==> src/rtl/modulated_delay_chorus_assert.svh <==
// ----------------------------------------------------------------------------
// modulated delay chorus assertion macros
// concurrent checks on the rising clock edge, off under synthesis
// ----------------------------------------------------------------------------
`ifndef MODULATED_DELAY_CHORUS_ASSERT_SVH
`define MODULATED_DELAY_CHORUS_ASSERT_SVH

`ifndef SYNTHESIS

// property must hold outside reset
`define MDC_ASSERT(lbl, clk, rst_n, prop, msg) \
  lbl: assert property (@(posedge clk) disable iff (!rst_n) prop) else $error(msg);

// condition must never be seen outside reset
`define MDC_ASSERT_NEVER(lbl, clk, rst_n, cond, msg) \
  lbl: assert property (@(posedge clk) disable iff (!rst_n) !(cond)) else $error(msg);

`else

`define MDC_ASSERT(lbl, clk, rst_n, prop, msg)
`define MDC_ASSERT_NEVER(lbl, clk, rst_n, cond, msg)

`endif

`endif

==> src/rtl/mdc_pkg.sv <==
// ----------------------------------------------------------------------------
// mdc_pkg
// shared widths, constants, register indexes and control types of the chorus
// ----------------------------------------------------------------------------
`default_nettype none

package mdc_pkg;

  localparam int LineDepthDef = 4096;

  localparam int SampleW  = 16;
  localparam int LenCfgW  = 13;
  localparam int DepthW   = 20;
  localparam int MixW     = 16;
  localparam int FracW    = 8;
  localparam int CfgIdxW  = 2;
  localparam int CfgDataW = 20;

  localparam logic [LenCfgW-1:0] LineLengthRst = 13'd1323;
  localparam logic [DepthW-1:0]  DepthQ8Rst    = 20'd112896;
  localparam logic [MixW-1:0]    MixRst        = 16'd9830;

  localparam logic [MixW-1:0]    MixFull = 16'd32768;
  localparam logic [FracW:0]     FracOne = 9'd256;
  localparam int                 LenMin  = 2;

  localparam logic signed [SampleW-1:0] SampleMax = 16'sh7fff;
  localparam logic signed [SampleW-1:0] SampleMin = 16'sh8000;

  typedef enum logic [CfgIdxW-1:0] {
    REG_LINE_LENGTH = 2'd0,
    REG_DEPTH_Q8    = 2'd1,
    REG_MIX         = 2'd2
  } mdc_reg_e;

  typedef enum logic [3:0] {
    ST_IDLE,
    ST_MUL,
    ST_SAT,
    ST_MOD1,
    ST_MOD2,
    ST_RDA,
    ST_RDB,
    ST_WET,
    ST_MIX,
    ST_OUT
  } mdc_state_e;

  typedef struct packed {
    logic ld_in;
    logic ld_prod;
    logic ld_sat;
    logic ld_mod1;
    logic ld_mod2;
    logic rd_a;
    logic rd_b;
    logic ld_wet;
    logic ld_acc;
    logic ld_out;
  } mdc_cmd_t;

  typedef struct packed {
    logic out_free;
  } mdc_sts_t;

endpackage

`default_nettype wire

==> src/rtl/mdc_ctrl.sv <==
// ----------------------------------------------------------------------------
// mdc_ctrl
// sequencer of the chorus: walks one item through the datapath steps
// ----------------------------------------------------------------------------
`default_nettype none

module mdc_ctrl (
  input  wire logic              clk_i,
  input  wire logic              rst_ni,
  input  wire logic              in_valid_i,
  output      logic              in_ready_o,
  input  wire mdc_pkg::mdc_sts_t sts_i,
  output      mdc_pkg::mdc_cmd_t cmd_o
);
  import mdc_pkg::*;

  mdc_state_e state_q, state_d;

  always_ff @(posedge clk_i or negedge rst_ni) begin
    if (!rst_ni) begin
      state_q <= ST_IDLE;
    end else begin
      state_q <= state_d;
    end
  end

  always_comb begin
    state_d    = state_q;
    cmd_o      = '0;
    in_ready_o = 1'b0;
    unique case (state_q)
      ST_IDLE: begin
        in_ready_o  = 1'b1;
        cmd_o.ld_in = in_valid_i;
        if (in_valid_i) begin
          state_d = ST_MUL;
        end
      end
      ST_MUL: begin
        cmd_o.ld_prod = 1'b1;
        state_d       = ST_SAT;
      end
      ST_SAT: begin
        cmd_o.ld_sat = 1'b1;
        state_d      = ST_MOD1;
      end
      ST_MOD1: begin
        cmd_o.ld_mod1 = 1'b1;
        state_d       = ST_MOD2;
      end
      ST_MOD2: begin
        cmd_o.ld_mod2 = 1'b1;
        state_d       = ST_RDA;
      end
      ST_RDA: begin
        cmd_o.rd_a = 1'b1;
        state_d    = ST_RDB;
      end
      ST_RDB: begin
        cmd_o.rd_b = 1'b1;
        state_d    = ST_WET;
      end
      ST_WET: begin
        cmd_o.ld_wet = 1'b1;
        state_d      = ST_MIX;
      end
      ST_MIX: begin
        cmd_o.ld_acc = 1'b1;
        state_d      = ST_OUT;
      end
      ST_OUT: begin
        if (sts_i.out_free) begin
          cmd_o.ld_out = 1'b1;
          state_d      = ST_IDLE;
        end
      end
      default: begin
        state_d = ST_IDLE;
      end
    endcase
  end

endmodule

`default_nettype wire

==> config.mk <==
export PLATFORM = sky130hd
export DESIGN_NAME = mdc_ctrl
export DESIGN_NICKNAME = d
export VERILOG_FILES = /design/src/rtl/modulated_delay_chorus_assert.svh /design/src/rtl/mdc_pkg.sv /design/src/rtl/mdc_ctrl.sv
export SDC_FILE = /design/constraint.sdc
export NUM_CORES = 1
export LEC_CHECK = 0
export ABC_AREA = 1
export BUFFER_PORTS_ARGS = -buffer_cell sky130_fd_sc_hd__buf_2
export CORE_AREA = 5 5 42 44
export DETAILED_ROUTE_END_ITERATION = 6
export DIE_AREA = 0 0 47 49
export PLACE_DENSITY = 0.54
export SLEW_MARGIN = 20
export SYNTH_ARGS = -nofsm -noshare
export SYNTH_HDL_FRONTEND = slang
export SYNTH_SLANG_ARGS = --single-unit
==> constraint.sdc <==
create_clock -name clk_i -period 1.76 [get_ports clk_i]
set_input_delay 0.088 -clock clk_i [delete_from_list [all_inputs] [get_ports clk_i]]
set_output_delay 0.088 -clock clk_i [all_outputs]
set_load 0.01 [all_outputs]
# [After elaboration in Yosys (flattened, before gate mapping)]
# Cells that the tools add are included.
[word_totals] reg_bits=4 wordCells=29 input_bits=4 output_inout_bits=11
[classes] n_eq_ne=11 mux=15 reduce_logical=2
[op_table] op="$pmux W4 S10" n=1
[op_table] op="$eq A4 B3 Y1 const B" n=4
[op_table] op="$mux W1" n=12
[op_table] op="$eq A4 B2 Y1 const B" n=2
[op_table] op="$eq A4 B4 Y1 const B" n=2
[op_table] op="$mux W4" n=2
[op_table] op="$eq A4 B1 Y1 const B" n=1
[op_table] op="$logic_not A4 Y1" n=1
[op_table] op="$ne A2 B2 Y1 const B" n=2
[op_table] op="$reduce_and A2 Y1" n=1

# [Depth between registers and ports, before layout]
# Gate-level depths: netlist of run 1.
[logic_depth] word_depth=3 mapped_depth=6 depth_no_buf=6

# [Least setup slack after synthesis of run 1]
# Ideal clock, no wire load.
[synth_timing] kind="flip-flop to output port" from="reg state_q[1]" to="out cmd_o[9] (netlist name)" path_buffers=0 setup_slack_ns=0.740 required_ns=1.672 stages_incl_launch_ff=4 t_arrival_ns=0.932 cell_sequence="dfrtp_1 > nor2_2 > inv_1 > nor3_1"
[synth_lines] item="start, declared" line="mdc_ctrl.sv:17" text="mdc_state_e state_q, state_d;"
[synth_lines] item="start signal, assigned" line="mdc_ctrl.sv:23" text="state_q <= state_d;"
[synth_lines] item="end, declared" line="mdc_ctrl.sv:13" text="output mdc_pkg::mdc_cmd_t cmd_o"

==> results of run 1 <==
## area by class of cell
type	instances	share of cell area
Timing Repair Buffer	15	0.198
Multi-Input combinational cell	27	0.349
Clock buffer	3	0.0556
Sequential cell	4	0.247
Inverter	11	0.102
Tap cell	16	0.0494
## per-stage QoR
| step | instance area, sq um | worst slack (ns) | hold slack (ns) | cells | util |
|---|---|---|---|---|---|
| 2_1_floorplan | 283 | 0.740 | -0.208 | 42 | - |
| 3_3_place_gp | 373 | 0.661 | -0.105 | 72 | 0.266 |
| 3_5_place_dp | 373 | 0.665 | -0.105 | 72 | 0.266 |
| 4_1_cts | 405 | 0.407 | 0.179 | 76 | 0.289 |
| 5_1_grt | 405 | 0.311 | 0.202 | 76 | 0.289 |
| 6_report | 405 | 0.418 | 0.183 | 76 | 0.289 |
## cells by family after synthesis
| kind of cell | count (synthesis) | synth area share |
|---|---|---|
| AND/OR/NAND/NOR | 26 | 0.473 |
| buffers and inverters | 11 | 0.146 |
| flip-flops | 4 | 0.354 |
| AO/OA/AOI/OAI | 1 | 0.0266 |
## tightest hold or removal path, cell delays in order
cell	delay, ns
buf_2	0.08
inv_1	0.05
nand3_2	0.09
nand2_1	0.06
## final timing paths
check | startpoint | endpoint
min | sts_i | state_q[3]$_DFFE_PN0P_
max | state_q[1]$_DFFE_PN0P_ | cmd_o[9]
max in group asynchronous | rst_ni | state_q[1]$_DFFE_PN0P_
max reg2reg | state_q[1]$_DFFE_PN0P_ | state_q[0]$_DFFE_PN0P_
min reg2reg | state_q[3]$_DFFE_PN0P_ | state_q[1]$_DFFE_PN0P_
min in group asynchronous | rst_ni | state_q[2]$_DFFE_PN0P_
## layout by cell type (no fill, tap or decap)
cell type / synthesis / final
buf_2: 0 / 14
inv_1: 10 / 10
nor2_1: 8 / 8
nor2_2: 5 / 5
nand2_1: 5 / 5
nor3_1: 4 / 4
dfrtp_1: 4 / 4
clkbuf_4: 0 / 3
inv_2: 1 / 1
nor4_2: 1 / 1
nand3_2: 1 / 1
nand3_1: 1 / 1
nand4_1: 1 / 1
o21bai_1: 1 / 1
dlygate4sd3_1: 0 / 1
## per-layer routing
layer	global-route usage	part of all wire	vias up
met5	0	0	-
met4	0.0691	0	0
met3	0.0148	0.076	0
met2	0.109	0.49	8
met1	0.0891	0.43	144
li1	-	-	165
## power groups by stage
stage,combinational (mW),clock [mW],sequential (mW)
after global placement,0.442,0,0.199
after global routing,0.498,0.123,0.207
after CTS,0.448,0.118,0.200
after detailed placement,0.444,0,0.200
after floorplan,0.307,0,0.189
final,0.441,0.110,0.201
## timing repair
item                                    CTS  global route
endpoints found under the hold margin     4             0
endpoints found under the setup margin    0             0
hold buffers                              1             0
==> metrics.txt, run 1 <==
count of endpoints failing hold in the final timing report=0; final estimated routing congestion in global placement=0.666; Final Max Tran Viols=0; initial core utilization=0.202; Gate power share=0.587; crit-path leading delay family=flip-flops; unrepaired setup endpoints after global routing=no; CTS clock-pin slew for the worst setup and hold paths=approximately 0.04 ns; Seq pwr share=0.267; Max stage delay on crit path=approximately 0.41 ns; number of nets with antenna violations after routing=0; maximum clock frequency=between 700 and 800 MHz; Via-to-Cell Ratio=4.17; flop and latch count out of synthesis=4; DR DRC count=0; sequence of cells on the critical path=nor2_2 -> inv_1 -> nor3_1 -> buf_2; Worst setup EP type=output port; average cell area after synthesis=roughly 6.7 sq um; total number of H-tree levels=1; Crit Path Category=flop to output port; cell at the slowest stage of the critical path=dfrtp_1; post-synth net total=46; worst-margin pin slew=0.177 ns; fill cell instance count of the final layout=169; worst hold path type=primary input to flop; highest ir drop seen on vdd=roughly 0.0008 V; DRT iter0 DRCs=3; most area-consuming cells after synthesis=dfrtp_1, inv_1, nor2_2; cell internal power dissipation=between 300 and 400 uW; number of sinks driven by the clock tree=4; total wire length after detailed routing=between 700 and 800 microns; Post-synth EDFFs=0; Cells after Synth=between 40 and 50; area of combinational cells with multiple inputs=roughly 140 sq um; number of vias in the routed layout=approximately 320; number of antenna violations at the first check in global routing=0; data arrival time of the worst path=between 1 and 1.5 ns; wire per inst=9.87 microns; maximum number of pins on one net before global-route repair=6; switching portion of total power=0.507; number of cells upsized or downsized after cts=0; startpoint type of the worst setup path=flop; fraction of final layout cells sized beyond drive strength 1=0.417; number of diodes added for antenna fixing=0; most flop-heavy register=state_q; area of the core region=1400 sq um; post-synth design cell area=283 sq um; net switching component of the power=around 380 uW; Final min period=~1.3 ns; Root Buffer=clkbuf_4; run status=finished, final reports clean; Cells on Worst Hold Path=4; number of setup violations in the final report=0; Clock Power Share=0.146; area growth from synthesis to final layout=43.4%; CP max FO=4; all-layer global routing usage=0.0757; most used standard cells in the synthesized netlist=inv_1, nor2_1, nand2_1, nor2_2; number of flip-flops in the largest register=4; WP depth=4; Chip Width=~47 microns; share of the cycle needed by the critical path after routing=0.762; Slew HR=0.881; count of buffers from port buffering=14; leakage power=0.236 nW; area share of the largest cell type after synthesis=0.354; I/O pin count=15; num rows=14; number of distinct standard cells referenced by the synthesized netlist=12; asr flop ratio synth=1.00; cell type with the largest total area after synthesis=dfrtp_1; number of buffers added by the clock tree synthesis step=3; wire length of the first global-routing pass=1.24 mm; sequential element share of the synthesized area=0.354; Die Footprint=approximately 2300 sq um; half-perimeter wire length after detailed placement=approximately 610 microns; buffers inserted during post-CTS setup optimization=0; most frequent cell after synthesis=inv_1; dominant synthesized flop cell=dfrtp_1; required time of the critical path=between 1.5 and 2 ns; final setup skew=0.000438 ns; Post-layout nets=66; Pre-Repair DR Iteration Count=2; top flop regs=state_q x4; Buffers & Inverters on Critical Path=2; die extent in y=between 40 and 50 microns; R2R Setup Slk=0.74 ns; Total Neg Setup Slack=0 ns; buffers from clock root to sink, at most=2; Reg area=between 100 and 150 sq um; PnR Total Power=about 750 uW; Ys Warns=0; TritonCTS clock tree=done; count of maximum capacitance violations=0; remaining global-route overflow=0; Worst Reg-to-Reg Cells=5; vias in the first global route=about 320; clock latency of the later-clocked register in the worst-skew pair=~0.23 ns; pwr/cell area=1850 nW/um^2
Note: power is estimated with default switching activity, not from simulation.
==> run 2: changes to the inputs <==
- clock period: 1.76 -> 1.3 ns (I/O delays scaled with it)
==> metrics.txt, run 2 (synthesis gave the netlist of run 1 again) <==
run status=finished, final reports clean (unchanged); maximum clock frequency=about 810 MHz; unrepaired setup endpoints after global routing=yes (was no); cell at the slowest stage of the critical path=dfrtp_1 (unchanged); remaining global-route overflow=0 (unchanged); total number of H-tree levels=1 (unchanged); share of the cycle needed by the critical path after routing=0.946; count of placed standard cells in the final layout, fillers left out=78 (was 76); Max stage delay on crit path=0.42 ns (was 0.41 ns); number of buffers added by the clock tree synthesis step=3 (unchanged); worst setup path end=cmd_o[3] (was cmd_o[9]); Pre-Repair DR Iteration Count=4 (was 2); highest ir drop seen on vdd=0.00112 V (was 0.000823 V); Reg area=103 sq um (was 100 sq um); total wire length after detailed routing=738 microns (was 750 microns); worst flop-to-flop path startpoint=state_q[2]$_DFFE_PN0P_ (was state_q[1]$_DFFE_PN0P_); initial core utilization=0.202 (unchanged); count of endpoints failing hold in the final timing report=0 (unchanged); clock latency of the later-clocked register in the worst-skew pair=0.23 ns (about the same); CTS clock-pin slew for the worst setup and hold paths=0.04 ns (about the same); Via-to-Cell Ratio=4.06 (was 4.17); TritonCTS clock tree=done (unchanged); Post-layout nets=68 (was 66); wire per inst=9.46 microns (was 9.87 microns); die extent in y=49 microns (unchanged); area growth from synthesis to final layout=57.5% (was 43.4%); Worst Reg-to-Reg Cells=5 (unchanged); number of flip-flops in the largest register=4 (unchanged); number of setup violations in the final report=0 (unchanged); required time of the critical path=1.24 ns (was 1.67 ns); number of antenna violations at the first check in global routing=0 (unchanged); all-layer global routing usage=0.0700 (was 0.0757); Slew HR=0.866 (was 0.881); num rows=14 (unchanged); number of sinks driven by the clock tree=4 (unchanged); buffers from clock root to sink, at most=2 (unchanged); worst-margin pin slew=0.201 ns (was 0.177 ns); beginning of the critical path=state_q[2]$_DFFE_PN0P_ (was state_q[1]$_DFFE_PN0P_); maximum number of pins on one net before global-route repair=6 (unchanged); number of vias in the routed layout=317 (unchanged); sequence of cells on the critical path=inv_2 -> nor2_1 -> inv_2 -> nor3_1 -> buf_2 (was nor2_2 -> inv_1 -> nor3_1 -> buf_2); fill cell instance count of the final layout=166 (was 169); data arrival time of the worst path=1.17 ns (was 1.25 ns); DRT iter0 DRCs=3 (unchanged); commonest non-fill, non-tap cell in the layout=buf_2 (unchanged); leading cell types in the layout, fill and taps excluded=buf_2, inv_2, nor2_1, nand2_1 (was buf_2, inv_1, nor2_1, nor2_2, nand2_1); Die Footprint=2300 sq um (unchanged); count of buffers from port buffering=14 (unchanged); area of the core region=1400 sq um (unchanged); I/O pin count=15 (unchanged); Buffers & Inverters on Critical Path=3 (was 2); Final min period=~1.2 ns; destination of the worst register-to-register timing path=state_q[0]$_DFFE_PN0P_ (unchanged); Crit Path Category=flop to output port (unchanged); area of combinational cells with multiple inputs=164 sq um (was 141 sq um); vias in the first global route=296 (was 319); leakage power=0.244 nW (was 0.236 nW); fraction of final layout cells sized beyond drive strength 1=0.613 (was 0.417); Chip Width=47 microns (unchanged); final setup skew=0.000509 ns (was 0.000438 ns); R2R Setup Slk=0.23 ns (was 0.74 ns); startpoint type of the worst setup path=flop (unchanged); Inst Count DP=72 (unchanged); CP max FO=5 (was 4); minimum setup slack after placement=0.258 ns (was 0.665 ns); WP depth=5 (was 4); number of diodes added for antenna fixing=0 (unchanged); wire length of the first global-routing pass=1.16 mm (was 1.24 mm); Total Neg Setup Slack=0 ns (unchanged); dominant cell type by count on the critical path=inv_2; top flop regs=state_q x4 (unchanged); Worst setup EP type=output port (unchanged); half-perimeter wire length after detailed placement=580 microns (was 606 microns); count of maximum capacitance violations=0 (unchanged); pwr/cell area=2620 nW/um^2 (was 1850 nW/um^2); worst hold path type=primary input to flop (unchanged); Final Max Tran Viols=0 (unchanged); most flop-heavy register=state_q (unchanged); least setup slack across all paths after layout=0.0696 ns (was 0.418 ns); number of nets with antenna violations after routing=0 (unchanged); crit-path leading delay family=flip-flops (unchanged); worst hold slack=0.152 ns (was 0.183 ns); DR DRC count=0 (unchanged); Root Buffer=clkbuf_4 (unchanged); final estimated routing congestion in global placement=0.698 (was 0.666)
==> run 2: cell count changes in the layout (fill, tap and decap cells not counted) <==
cell,before,now
dfrtp_2,0,2
nor3_1,4,2
dfrtp_1,4,2
nor2_4,0,2
inv_2,1,7
inv_1,10,4
nor2_2,5,4
buf_4,0,2
nor3_2,0,2
nor2_1,8,7
==> run 2: final cells by class <==
type,count,area share
flip-flops and latches,4,0.230
inverters,11,0.0927
well taps,16,0.0449
multi-input cells,27,0.368
repair buffers,17,0.213
clock buffers,3,0.0506
==> run 2: metal layers <==
| layer | vias up | GRT usage | wire (microns) |
|---|---|---|---|
| li1 | 171 | - | - |
| met1 | 138 | 0.0844 | 340 |
| met2 | 8 | 0.0973 | 350 |
| met3 | 0 | 0.0111 | 48 |
| met4 | 0 | 0.0691 | 0 |
| met5 | - | 0 | 0 |
==> run 2: how the worst min path moves through the flow <==
stage,start,endpoint,slack (ns),cells past startpoint
after global placement,rst_ni,state_q[3]$_DFFE_PN0P_,-0.13,1
final,sts_i,state_q[3]$_DFFE_PN0P_,0.15,4
after floorplan,rst_ni,state_q[0]$_DFFE_PN0P_,-0.23,0
after CTS,rst_ni,state_q[1]$_DFFE_PN0P_,0.15,2
after detailed placement,rst_ni,state_q[3]$_DFFE_PN0P_,-0.13,1
after global routing,sts_i,state_q[3]$_DFFE_PN0P_,0.17,4
==> run 2: per-stage QoR <==
stage	utilization	total power, mW	instance area, sq um
global placement	0.266	0.866	373
finish	0.318	1.17	445
floorplan	-	0.672	283
global route	0.318	1.28	445
detailed placement	0.266	0.869	373
CTS	0.289	1.03	405
==> run 2: worst register-to-register path, stage by stage (launching register included) <==
cell     delay (ns)
dfrtp_1        0.42
nor2_2         0.16
buf_4          0.12
nand3_1        0.07
nand4_1        0.10
nand2_1        0.07
==> run 2: power by group <==
group          switching [mW]  total (mW)  internal (mW)  leakage [nW]
Clock                  0.0460       0.149          0.103        0.0138
Sequential              0.106       0.301          0.196        0.0474
Combinational           0.434       0.717          0.283         0.182
Total                   0.585        1.17          0.582         0.244
==> run 2: timing repair <==
item / CTS / global route
hold buffers: 1 / 0
hold endpoints to repair: 4 / 0
resized for setup: 0 / 13
setup buffers: 0 / 2
endpoints found under the setup margin: 0 / 9
==> run 3: changes to the inputs <==
- CORE_AREA: 5 5 42 44 -> 2 2 39 41
- DIE_AREA: 0 0 47 49 -> 0 0 41 43
==> metrics.txt, run 3 (synthesis gave the netlist of run 1 again) <==
die extent in y=43 microns (was 49 microns); wire length of the first global-routing pass=945 microns (was 1.16 mm); maximum number of pins on one net before global-route repair=6 (unchanged); CP max FO=5 (unchanged); data arrival time of the worst path=1.20 ns (was 1.17 ns); number of nets with antenna violations after routing=0 (unchanged); half-perimeter wire length after detailed placement=533 microns (was 580 microns); clock latency of the later-clocked register in the worst-skew pair=0.23 ns (about the same); number of vias in the routed layout=315 (was 317); worst hold slack=0.154 ns (was 0.152 ns); Root Buffer=clkbuf_4 (unchanged); Final Util=0.317 (was 0.318); buffers from clock root to sink, at most=2 (unchanged); I/O pin count=15 (unchanged); count of maximum capacitance violations=0 (unchanged); Final min period=1.26 ns (was 1.23 ns); PnR Total Power=1.14 mW (was 1.17 mW); worst hold path type=primary input to flop (unchanged); Worst setup EP type=output port (unchanged); wire per inst=9.43 microns (was 9.46 microns); worst-margin pin slew=0.171 ns (was 0.201 ns); maximum clock frequency=791 MHz (was 813 MHz); number of buffers added by the clock tree synthesis step=3 (unchanged); number of flip-flops in the largest register=4 (unchanged); minimum setup slack after placement=0.239 ns (was 0.258 ns); Slew HR=0.885 (was 0.866); highest ir drop seen on vdd=0.00116 V (was 0.00112 V); Via-to-Cell Ratio=3.99 (was 4.06); DR DRC count=0 (unchanged); number of setup violations in the final report=0 (unchanged); count of placed standard cells in the final layout, fillers left out=79 (was 78); count of buffers from port buffering=14 (unchanged); leading cell types in the layout, fill and taps excluded=buf_2, nor2_1, inv_1, inv_2, nand2_1 (was buf_2, inv_2, nor2_1, nand2_1); most flop-heavy register=state_q (unchanged); startpoint type of the worst setup path=flop (unchanged); number of sinks driven by the clock tree=4 (unchanged); final estimated routing congestion in global placement=0.720 (was 0.698); Inst Count DP=72 (unchanged); Pre-Repair DR Iteration Count=2 (was 4); fill cell instance count of the final layout=161 (was 166); TritonCTS clock tree=done (unchanged); share of the cycle needed by the critical path after routing=0.973 (was 0.946); remaining global-route overflow=0 (unchanged); fraction of final layout cells sized beyond drive strength 1=0.524 (was 0.613); final setup skew=0.00316 ns (was 0.000509 ns); num rows=14 (unchanged); total number of H-tree levels=1 (unchanged); unrepaired setup endpoints after global routing=yes (unchanged); number of diodes added for antenna fixing=0 (unchanged); top flop regs=state_q x4 (unchanged); DRT iter0 DRCs=4 (was 3); pwr/cell area=2600 nW/um^2 (was 2620 nW/um^2); commonest non-fill, non-tap cell in the layout=buf_2 (unchanged); initial core utilization=0.204 (was 0.202); least setup slack across all paths after layout=0.0353 ns (was 0.0696 ns); required time of the critical path=1.24 ns (about the same); all-layer global routing usage=0.0788 (was 0.0700); leakage power=0.249 nW (was 0.244 nW); Crit Path Category=flop to output port (unchanged); Chip Width=41 microns (was 47 microns); Post-layout nets=69 (was 68); area of the core region=1380 sq um (was 1400 sq um); Die Footprint=1760 sq um (was 2300 sq um); number of antenna violations at the first check in global routing=0 (unchanged); count of endpoints failing hold in the final timing report=0 (unchanged); area growth from synthesis to final layout=55.3% (was 57.5%); run status=finished, final reports clean (unchanged); vias in the first global route=239 (was 296); total wire length after detailed routing=745 microns (was 738 microns); Final Max Tran Viols=0 (unchanged); CTS clock-pin slew for the worst setup and hold paths=0.04 ns (about the same)
==> run 3: changes by cell type in the layout (fill, tap and decap cells not counted), sizes merged <==
cell  delta
buf      +1
==> run 3: layer usage <==
layer  wire [microns]  vias to the layer above  part of all wire  track usage
met4                0                        0                 0       0.0400
met5                0                        -                 0            0
met1              345                      135              0.46        0.118
met2              366                       10              0.49        0.103
met3               34                        0             0.046       0.0157
li1                 -                      170                 -            -
==> run 3: area by class of cell <==
cell class,count,area [sq um],area share
inverter,11,41.3,0.0940
sequential,4,101,0.231
multi-input combinational,27,151,0.345
timing repair buffer,18,103,0.234
tap,16,20.0,0.0456
clock buffer,3,22.5,0.0513
==> run 3: power by group <==
part	internal (mW)	switching, mW
clock	0.103	0.0437
sequential	0.193	0.0952
combinational	0.280	0.425
total	0.576	0.564
==> run 3: final timing paths <==
kind | cells after the start | slack [ns] | from | endpoint
max | 4 | 0.04 | state_q[3]$_DFFE_PN0P_ | cmd_o[7]
min | 4 | 0.15 | sts_i | state_q[3]$_DFFE_PN0P_
max reg2reg | 4 | 0.26 | state_q[0]$_DFFE_PN0P_ | state_q[2]$_DFFE_PN0P_
min reg2reg | 1 | 0.53 | state_q[3]$_DFFE_PN0P_ | state_q[1]$_DFFE_PN0P_
max in group asynchronous | 2 | 1.00 | rst_ni | state_q[1]$_DFFE_PN0P_
min in group asynchronous | 2 | 0.17 | rst_ni | state_q[2]$_DFFE_PN0P_
==> run 3: metrics by stage <==
step	TNS, ns	cell area, sq um
after floorplan	0	283
after global placement	0	373
after detailed placement	0	373
after CTS	-0.0120	405
after global routing	-0.105	439
final	0	439
==> run 3: worst max-delay path, cell delays in order, from the launching register on <==
cell,delay (ns)
dfrtp_1,0.41
nor2_1,0.19
inv_2,0.09
nor3_1,0.12
buf_2,0.15
==> run 3: repair_timing <==
item	4_1_cts	5_1_grt
hold buffers	1	0
pin swaps	0	2
gates resized for setup	0	7
setup endpoints to repair	1	9
endpoints found under the hold margin	4	0
buffers inserted	0	3
